File: config.mk
export PLATFORM = sky130hd
export DESIGN_NAME = fifo_reuse_handle_allocator
export DESIGN_NICKNAME = d
export VERILOG_FILES = /design/src/sv/frha_pkg.sv /design/src/sv/frha_free_queue.sv /design/src/sv/frha_held_map.sv /design/src/sv/fifo_reuse_handle_allocator.sv
export VERILOG_INCLUDE_DIRS = /design/src /design/src/sv
export SDC_FILE = /design/constraint.sdc
export NUM_CORES = 1
export LEC_CHECK = 0
export ABC_AREA = 1
export BUFFER_PORTS_ARGS = -buffer_cell sky130_fd_sc_hd__buf_2
export CORE_MARGIN = 4
export CORE_UTILIZATION = 30
export CTS_CLUSTER_DIAMETER = 80
export DETAILED_ROUTE_END_ITERATION = 8
export GPL_ROUTABILITY_DRIVEN = 1
export GPL_TIMING_DRIVEN = 1
export PLACE_DENSITY_LB_ADDON = 0.2
export SLEW_MARGIN = 20
export SYNTH_ARGS = -nofsm -noshare
export SYNTH_HDL_FRONTEND = slang
export SYNTH_SLANG_ARGS = --single-unit
File: constraint.sdc
create_clock -name i_clk -period 3.21 [get_ports i_clk]
set_input_delay 0.642 -clock i_clk [delete_from_list [all_inputs] [get_ports i_clk]]
set_output_delay 0.642 -clock i_clk [all_outputs]
set_load 0.01 [all_outputs]
File: src/sv/assert_macros.svh
// Assertion macros shared by the allocator RTL.
// No dependencies; included by every module that carries checks.
`ifndef ASSERT_MACROS_SVH
`define ASSERT_MACROS_SVH

`ifndef SYNTHESIS

// Check a property at each rising edge, ignored while reset is asserted.
`define ASSERT_ON(name, clk, rst_n, prop) \
    name: assert property (@(posedge clk) disable iff (!rst_n) prop) \
        else $error("assertion failed");

// Check a property at each rising edge, reset included.
`define ASSERT_ALWAYS(name, clk, prop) \
    name: assert property (@(posedge clk) prop) \
        else $error("assertion failed");

`else

`define ASSERT_ON(name, clk, rst_n, prop)
`define ASSERT_ALWAYS(name, clk, prop)

`endif

`endif

File: src/sv/frha_pkg.sv
// Types, constants and sizes for the FIFO-reuse handle allocator.
// No dependencies; imported by every allocator module.
package frha_pkg;

    localparam int POOL_SIZE = 64;
    localparam int HANDLE_W  = 6;
    localparam int MODE_W    = 2;
    localparam int STATUS_W  = 2;

    // Queue pointer / handle index width and the matching count width.
    localparam int PTR_W = (POOL_SIZE > 1) ? $clog2(POOL_SIZE) : 1;
    localparam int CNT_W = PTR_W + 1;
    // Wide enough to compare a request handle against the pool size.
    localparam int REQ_W = ((PTR_W > HANDLE_W) ? PTR_W : HANDLE_W) + 1;

    typedef logic [PTR_W-1:0] t_hidx;
    typedef logic [CNT_W-1:0] t_cnt;

    typedef enum logic [MODE_W-1:0] {
        MODE_ALLOC = 2'd0,
        MODE_TRY   = 2'd1,
        MODE_FREE  = 2'd2,
        MODE_NOP   = 2'd3
    } t_mode;

    typedef enum logic [STATUS_W-1:0] {
        ST_OK        = 2'd0,
        ST_NO_FREED  = 2'd1,
        ST_EXHAUSTED = 2'd2,
        ST_BAD_FREE  = 2'd3
    } t_status;

    // Requests from the core to the free queue.
    typedef struct packed {
        logic  push;
        logic  pop;
        t_hidx push_data;
    } t_q_ctl;

    // Free queue state seen by the core.
    typedef struct packed {
        logic  nonempty;
        logic  full;
        t_hidx head_data;
    } t_q_stat;

    // Single write into the held map.
    typedef struct packed {
        logic  wr_en;
        logic  wr_val;
        t_hidx wr_idx;
    } t_map_ctl;

endpackage

File: src/sv/frha_free_queue.sv
// Circular queue of freed handles with a prefetched head entry.
// Depends on frha_pkg and assert_macros.svh.
`include "assert_macros.svh"

module frha_free_queue (
    input  logic             i_clk,
    input  logic             i_rst_n,
    input  frha_pkg::t_q_ctl i_ctl,
    output frha_pkg::t_q_stat o_stat
);
    import frha_pkg::*;

    t_hidx r_mem [POOL_SIZE];
    t_hidx r_head;
    t_hidx r_tail;
    t_cnt  r_count;
    t_hidx r_rd;

    t_hidx n_head;
    t_hidx n_tail;
    t_cnt  n_count;

    function automatic t_hidx wrap_next(input t_hidx ptr);
        t_hidx res;
        if (ptr == PTR_W'(POOL_SIZE - 1)) begin
            res = '0;
        end else begin
            res = ptr + 1'b1;
        end
        return res;
    endfunction

    always_comb begin
        n_head  = i_ctl.pop  ? wrap_next(r_head) : r_head;
        n_tail  = i_ctl.push ? wrap_next(r_tail) : r_tail;
        n_count = r_count;
        if (i_ctl.push && !i_ctl.pop) begin
            n_count = r_count + 1'b1;
        end else if (i_ctl.pop && !i_ctl.push) begin
            n_count = r_count - 1'b1;
        end
    end

    always_ff @(posedge i_clk) begin
        if (!i_rst_n) begin
            r_head  <= '0;
            r_tail  <= '0;
            r_count <= '0;
        end else begin
            r_head  <= n_head;
            r_tail  <= n_tail;
            r_count <= n_count;
        end
    end

    always_ff @(posedge i_clk) begin
        if (i_ctl.push) begin
            r_mem[r_tail] <= i_ctl.push_data;
        end
    end

    // Keep the entry at the head ready; forward a write landing on it.
    always_ff @(posedge i_clk) begin
        if (i_ctl.push && (r_tail == n_head)) begin
            r_rd <= i_ctl.push_data;
        end else begin
            r_rd <= r_mem[n_head];
        end
    end

    assign o_stat.nonempty  = (r_count != '0);
    assign o_stat.full      = (r_count == CNT_W'(POOL_SIZE));
    assign o_stat.head_data = r_rd;

    `ASSERT_ON(a_count_bound, i_clk, i_rst_n, r_count <= CNT_W'(POOL_SIZE))
    `ASSERT_ON(a_no_pop_empty, i_clk, i_rst_n, i_ctl.pop |-> r_count != '0)
    `ASSERT_ON(a_no_push_full, i_clk, i_rst_n, i_ctl.push |-> r_count != CNT_W'(POOL_SIZE))
    `ASSERT_ON(a_one_op, i_clk, i_rst_n, !(i_ctl.push && i_ctl.pop))
    `ASSERT_ON(a_empty_ptrs, i_clk, i_rst_n, r_count == '0 |-> r_head == r_tail)

endmodule

File: src/sv/frha_held_map.sv
// One flag per handle, set while the handle is out with a client.
// Depends on frha_pkg and assert_macros.svh.
`include "assert_macros.svh"

module frha_held_map (
    input  logic               i_clk,
    input  logic               i_rst_n,
    input  frha_pkg::t_hidx    i_rd_idx,
    input  frha_pkg::t_map_ctl i_ctl,
    output logic               o_rd_held
);
    import frha_pkg::*;

    logic [POOL_SIZE-1:0] r_map;

    always_ff @(posedge i_clk) begin
        if (!i_rst_n) begin
            r_map <= '0;
        end else if (i_ctl.wr_en) begin
            r_map[i_ctl.wr_idx] <= i_ctl.wr_val;
        end
    end

    assign o_rd_held = r_map[i_rd_idx];

    `ASSERT_ON(a_set_unheld, i_clk, i_rst_n, i_ctl.wr_en && i_ctl.wr_val |-> !r_map[i_ctl.wr_idx])
    `ASSERT_ON(a_clr_held, i_clk, i_rst_n, i_ctl.wr_en && !i_ctl.wr_val |-> r_map[i_ctl.wr_idx])
    `ASSERT_ALWAYS(a_reset_clear, i_clk, !i_rst_n |=> r_map == '0)

endmodule

File: src/sv/fifo_reuse_handle_allocator.sv
// Top level of the FIFO-reuse handle allocator: request register, decision logic,
// fresh-handle counter and result register. Depends on frha_pkg, frha_free_queue,
// frha_held_map and assert_macros.svh.
//
//   channel   direction   handshake             payload
//   request   in          i_valid / o_stall     i_mode, i_handle
//   result    out         o_valid / i_stall     o_granted_handle, o_status
//
// One request per cycle while o_stall is low; a result passes the request register,
// then the result register, with a single combinational pass through the held-map
// lookup, free-queue head and fresh counter between those registers.
// Reset clears the held map, queue pointers and fresh counter.
// A stalled result holds the result register and, once the request register is
// full behind it, o_stall rises.
`include "assert_macros.svh"

module fifo_reuse_handle_allocator (
    input  logic                          i_clk,
    input  logic                          i_rst_n,
    input  logic                          i_valid,
    output logic                          o_stall,
    input  logic [frha_pkg::MODE_W-1:0]   i_mode,
    input  logic [frha_pkg::HANDLE_W-1:0] i_handle,
    output logic                          o_valid,
    input  logic                          i_stall,
    output logic [frha_pkg::HANDLE_W-1:0] o_granted_handle,
    output logic [frha_pkg::STATUS_W-1:0] o_status
);
    import frha_pkg::*;

    logic                r_in_valid;
    t_mode               r_in_mode;
    logic [HANDLE_W-1:0] r_in_handle;
    logic                r_out_valid;
    logic [HANDLE_W-1:0] r_out_handle;
    t_status             r_out_status;
    t_cnt                r_fresh;

    t_cnt                n_fresh;
    logic [HANDLE_W-1:0] n_out_handle;
    t_status             n_out_status;

    logic       adv;
    logic       fire;
    logic [REQ_W-1:0] req_ext;
    logic       req_in_range;
    t_hidx      req_idx;
    logic       req_held;
    t_q_ctl     q_ctl;
    t_q_stat    q_stat;
    t_map_ctl   map_ctl;

    assign adv     = !r_out_valid || !i_stall;
    assign fire    = r_in_valid && adv;
    assign o_stall = r_in_valid && !adv;

    assign req_ext      = REQ_W'(r_in_handle);
    assign req_in_range = (req_ext < REQ_W'(POOL_SIZE));
    assign req_idx      = req_ext[PTR_W-1:0];

    frha_free_queue u_queue (
        .i_clk   (i_clk),
        .i_rst_n (i_rst_n),
        .i_ctl   (q_ctl),
        .o_stat  (q_stat)
    );

    frha_held_map u_map (
        .i_clk     (i_clk),
        .i_rst_n   (i_rst_n),
        .i_rd_idx  (req_idx),
        .i_ctl     (map_ctl),
        .o_rd_held (req_held)
    );

    always_comb begin
        n_fresh      = r_fresh;
        n_out_handle = '0;
        n_out_status = ST_OK;
        q_ctl        = '0;
        map_ctl      = '0;
        case (r_in_mode)
            MODE_ALLOC, MODE_TRY: begin
                if (q_stat.nonempty) begin
                    // Reuse the oldest freed handle.
                    q_ctl.pop      = fire;
                    map_ctl.wr_en  = fire;
                    map_ctl.wr_val = 1'b1;
                    map_ctl.wr_idx = q_stat.head_data;
                    n_out_handle   = HANDLE_W'(q_stat.head_data);
                end else if (r_in_mode == MODE_TRY) begin
                    n_out_status = ST_NO_FREED;
                end else if (r_fresh < CNT_W'(POOL_SIZE)) begin
                    map_ctl.wr_en  = fire;
                    map_ctl.wr_val = 1'b1;
                    map_ctl.wr_idx = r_fresh[PTR_W-1:0];
                    n_out_handle   = HANDLE_W'(r_fresh[PTR_W-1:0]);
                    if (fire) begin
                        n_fresh = r_fresh + 1'b1;
                    end
                end else begin
                    n_out_status = ST_EXHAUSTED;
                end
            end
            MODE_FREE: begin
                if (req_in_range && req_held && !q_stat.full) begin
                    map_ctl.wr_en   = fire;
                    map_ctl.wr_val  = 1'b0;
                    map_ctl.wr_idx  = req_idx;
                    q_ctl.push      = fire;
                    q_ctl.push_data = req_idx;
                end else begin
                    n_out_status = ST_BAD_FREE;
                end
            end
            default: begin
                n_out_status = ST_OK;
            end
        endcase
    end

    always_ff @(posedge i_clk) begin
        if (!i_rst_n) begin
            r_in_valid  <= 1'b0;
            r_out_valid <= 1'b0;
            r_fresh     <= '0;
        end else begin
            if (!o_stall) begin
                r_in_valid <= i_valid;
            end
            if (adv) begin
                r_out_valid <= r_in_valid;
            end
            r_fresh <= n_fresh;
        end
    end

    // Payload registers: load on a taken request, hold otherwise.
    always_ff @(posedge i_clk) begin
        if (i_valid && !o_stall) begin
            r_in_mode   <= t_mode'(i_mode);
            r_in_handle <= i_handle;
        end
        if (fire) begin
            r_out_handle <= n_out_handle;
            r_out_status <= n_out_status;
        end
    end

    assign o_valid          = r_out_valid;
    assign o_granted_handle = r_out_handle;
    assign o_status         = r_out_status;

    `ASSERT_ON(a_fail_zero, i_clk, i_rst_n, o_valid && o_status != ST_OK |-> o_granted_handle == '0)
    `ASSERT_ON(a_fresh_bound, i_clk, i_rst_n, r_fresh <= CNT_W'(POOL_SIZE))
    `ASSERT_ON(a_ready_when_empty, i_clk, i_rst_n, !r_out_valid |-> !o_stall)
    `ASSERT_ON(a_state_quiet, i_clk, i_rst_n, !fire |=> r_fresh == $past(r_fresh))

endmodule
==> flow_summary.ini <==
[clock_network]
cts_num_sinks = 498
postCtsHoldBufs = 0
max-clock-path-buffers = 3
clkLatencyLatePin_ps = 630
clk_root_buffer_cell = clkbuf_16
clk_pin_slew_worst_paths_ps = 60
cts_inserted_buffers = 54
h-tree-depth = 2
tritoncts = yes

[place]
port_buffers = 21
final_weighted_congestion_of_routability_driven_global_placement = 0.8116
preCtsSetupSlack_ps = -104.1
dp.final_hpwl_mm = 35.83

[drt]
routed_length_per_placed_instance_um = 18.16
postRouteWirelength_mm = 59.38
vias_per_cell = 4.773
firstDrtPassIters = 6
first_iter_violations = 1064
detailroute.via_count = 15610
drc = 0
antenna_left = 0

[worst_setup_path]
setup.worst_path.start = r_in_handle[0]$_DFFE_PP_
cpMostUsedCell = nand2_1
ff_to_ff_start = r_in_handle[0]$_DFFE_PP_
criticalPathCategory = flip-flop to flip-flop
timing.critical_path.from_type = flip-flop
path_buf_inv = 5
slowest_stage = edfxtp_1
timing.critical_path.required_ps = 3730
crit_fanout = 6
worstSetupEndpointType = flip-flop
slowest_delay_ps = 440
critPathTopFamily = simple AND/OR/NAND/NOR gates
worst_ep_arrival_time_ps = 3600

[timing]
finalSetupViolCount = 0
final_cycle_utilization_of_the_critical_path_pct = 95.87
timing.slew.headroom_pct = 53.79
timing_max_transition_violations_final = 0
rsz0062_at_grt = yes
skew_ps = 58.89
timing.final.hold_violations = 0
layout_min_cycle_time_ps = 3078
setup_tns_ps = 0
tightestPinTransition_ps = 693.1
fin_worst_hold_slack_ps = 182.0
final.setup.worst_slack_ps = 132.5
fmax_ghz = 0.3249

[synth]
syn-instance-count = 2195
synth-seq-cells = 498
ys_dominant_reg_cell = edfxtp_1
synth_area_per_cell_um2 = 9.877
synthesis.yosys.warnings = 0
synth_cell_type_count = 44
postSynthNetCount = 2217
sequential_cell_area_fraction_in_the_yosys_report_pct = 64.45
synth_enable_flop_cells = 400
mappedNetlistArea_um2 = 21680
synth_async_sr_flop_share_pct = 0

[global_route]
grt_overflow_total = 0
grt_pass1_vias = 15470
track_usage_pct = 14.97
grt_start_max_net_pins = 73
initial_antenna_violation_count = 0
first_pass_grt_wire_length_mm = 90.76

[power]
internal-power_mw = 11.33
p_comb_share_pct = 10.4
vdd_ir_drop_max_v = 0.0004234
pwr-share-seq_pct = 46.3
sw_frac_of_total_pct = 25.07
sw_power_mw = 3.791
share_of_power_burned_in_the_clock_network_pct = 43.3
power_density_nw_per_um2 = 584.9
power_leakage_nw = 9.738

[floorplanning]
ios = 22
die-area_um2 = 76630
die_y_um = 276.8
dieWidth_um = 276.8
initial_core_util_pct = 30.28
rows = 98
core_um2 = 71610

[min_path]
hold_start = i_handle[3]
holdCritPathClass = primary input to flip-flop

[flow_run]
cap_violations = 0

[final_layout]
insertedDiodeCount = 0
syn2layout_area_growth_pct = 19.21
final_common_cell = nand2_1
most-common-layout-cells = nand2_1, nand3_1, edfxtp_1
fill_cells = 7216
layout-drive-gt1-share_pct = 13.19
fin_nets = 2297

[run_status]
status = completed
-- what timing repair did --
action | CTS | global route
pin swaps | 0 | 15
setup buffers | 3 | 10
gates resized for setup | 4 | 38
endpoints found under the setup margin | 13 | 87
gates cloned | 1 | 7
-- metal layers --
| layer | vias up | routed length, um | GRT usage, % |
|---|---|---|---|
| met3 | 87 | 2762 | 2.377 |
| met2 | 368 | 27680 | 25.02 |
| met5 | - | 0 | 0 |
| met1 | 7496 | 27580 | 20.26 |
| met4 | 0 | 1344 | 4.154 |
| li1 | 7656 | - | - |
-- final timing paths --
path	to	slack (ps)	depth (start not counted)
max reg2reg	u_queue.r_count[5]$_SDFFE_PN0P_	130	25
min reg2reg	u_map.r_map[59]$_SDFFE_PN0P_	490	2
max	u_queue.r_count[5]$_SDFFE_PN0P_	130	25
min	r_in_handle[3]$_DFFE_PP_	180	1
-- cell type report --
type,instances,area (um^2),share of cell area [%]
Sequential cell,498,13980,54.10
Clock buffer,65,1465,5.669
Tap cell,950,1189,4.599
Timing Repair Buffer,148,1568,6.066
Multi-Input combinational cell,1497,6889,26.66
Inverter,74,307.8,1.191
Clock inverter,36,424.2,1.641
Timing Repair inverter,2,20.02,0.07746
-- metrics by stage --
step                total power, mW  std cells  utilization (%)  cell area, um^2
floorplan                     8.118       2195                -            21700
global placement              8.619       3149            32.86            23530
detailed placement            8.627       3149            32.86            23530
CTS                           15.22       3254            35.55            25450
global route                  15.72       3270            36.09            25840
finish                        15.12       3270            36.09            25840
-- registers in the layout, summed over array words and instances (netlist names), named ones only --
register	cells
u_queue.r_mem	384
u_queue.r_count	7
r_in_valid	1
o_valid	1
o_status	2
u_queue.r_tail	6
u_map.r_map	64
o_granted_handle	6
r_in_mode	2
r_fresh	7
u_queue.r_head	6
r_in_handle	6
-- synth_stat cells (2+ instances only) --
library cell	number	area (um^2)
a21oi_1	78	390.4
xor2_1	5	43.79
nor2_2	5	31.28
nor2_1	171	641.9
clkinv_1	2	7.510
nor2_4	11	123.9
nor3_1	4	20.02
nand4_1	7	43.79
buf_6	7	78.83
inv_2	3	11.26
clkbuf_1	21	78.83
buf_2	54	270.3
edfxtp_1	400	12010
buf_4	29	217.7
nor3b_1	2	15.01
a21oi_2	2	17.52
o21ai_0	20	100.1
nor2_8	3	60.06
buf_1	16	60.06
inv_1	67	251.5
nand3_1	455	2277
and2_1	2	12.51
nand2_1	702	2635
dfxtp_1	98	1962
nand2_2	4	25.02
ha_1	9	112.6
-- kinds of logic after synthesis --
| family | after synthesis | share of synthesized area, % |
|---|---|---|
| fa+ha+maj | 10 | 0.6118 |
| simple gates | 1371 | 27.41 |
| compound gates | 109 | 2.707 |
| buf+inv | 201 | 4.571 |
| xor+xnor | 6 | 0.2424 |
| flops | 498 | 64.45 |
-- power by group through the flow --
stage	clock network, mW	logic, mW	registers, mW
detailed placement	0	1.50	7.13
CTS	6.72	1.51	6.99
global placement	0	1.49	7.13
floorplan	0	0.998	7.12
finish	6.55	1.58	7.00
global route	6.98	1.75	6.99
(Power assumes the default switching activity.)
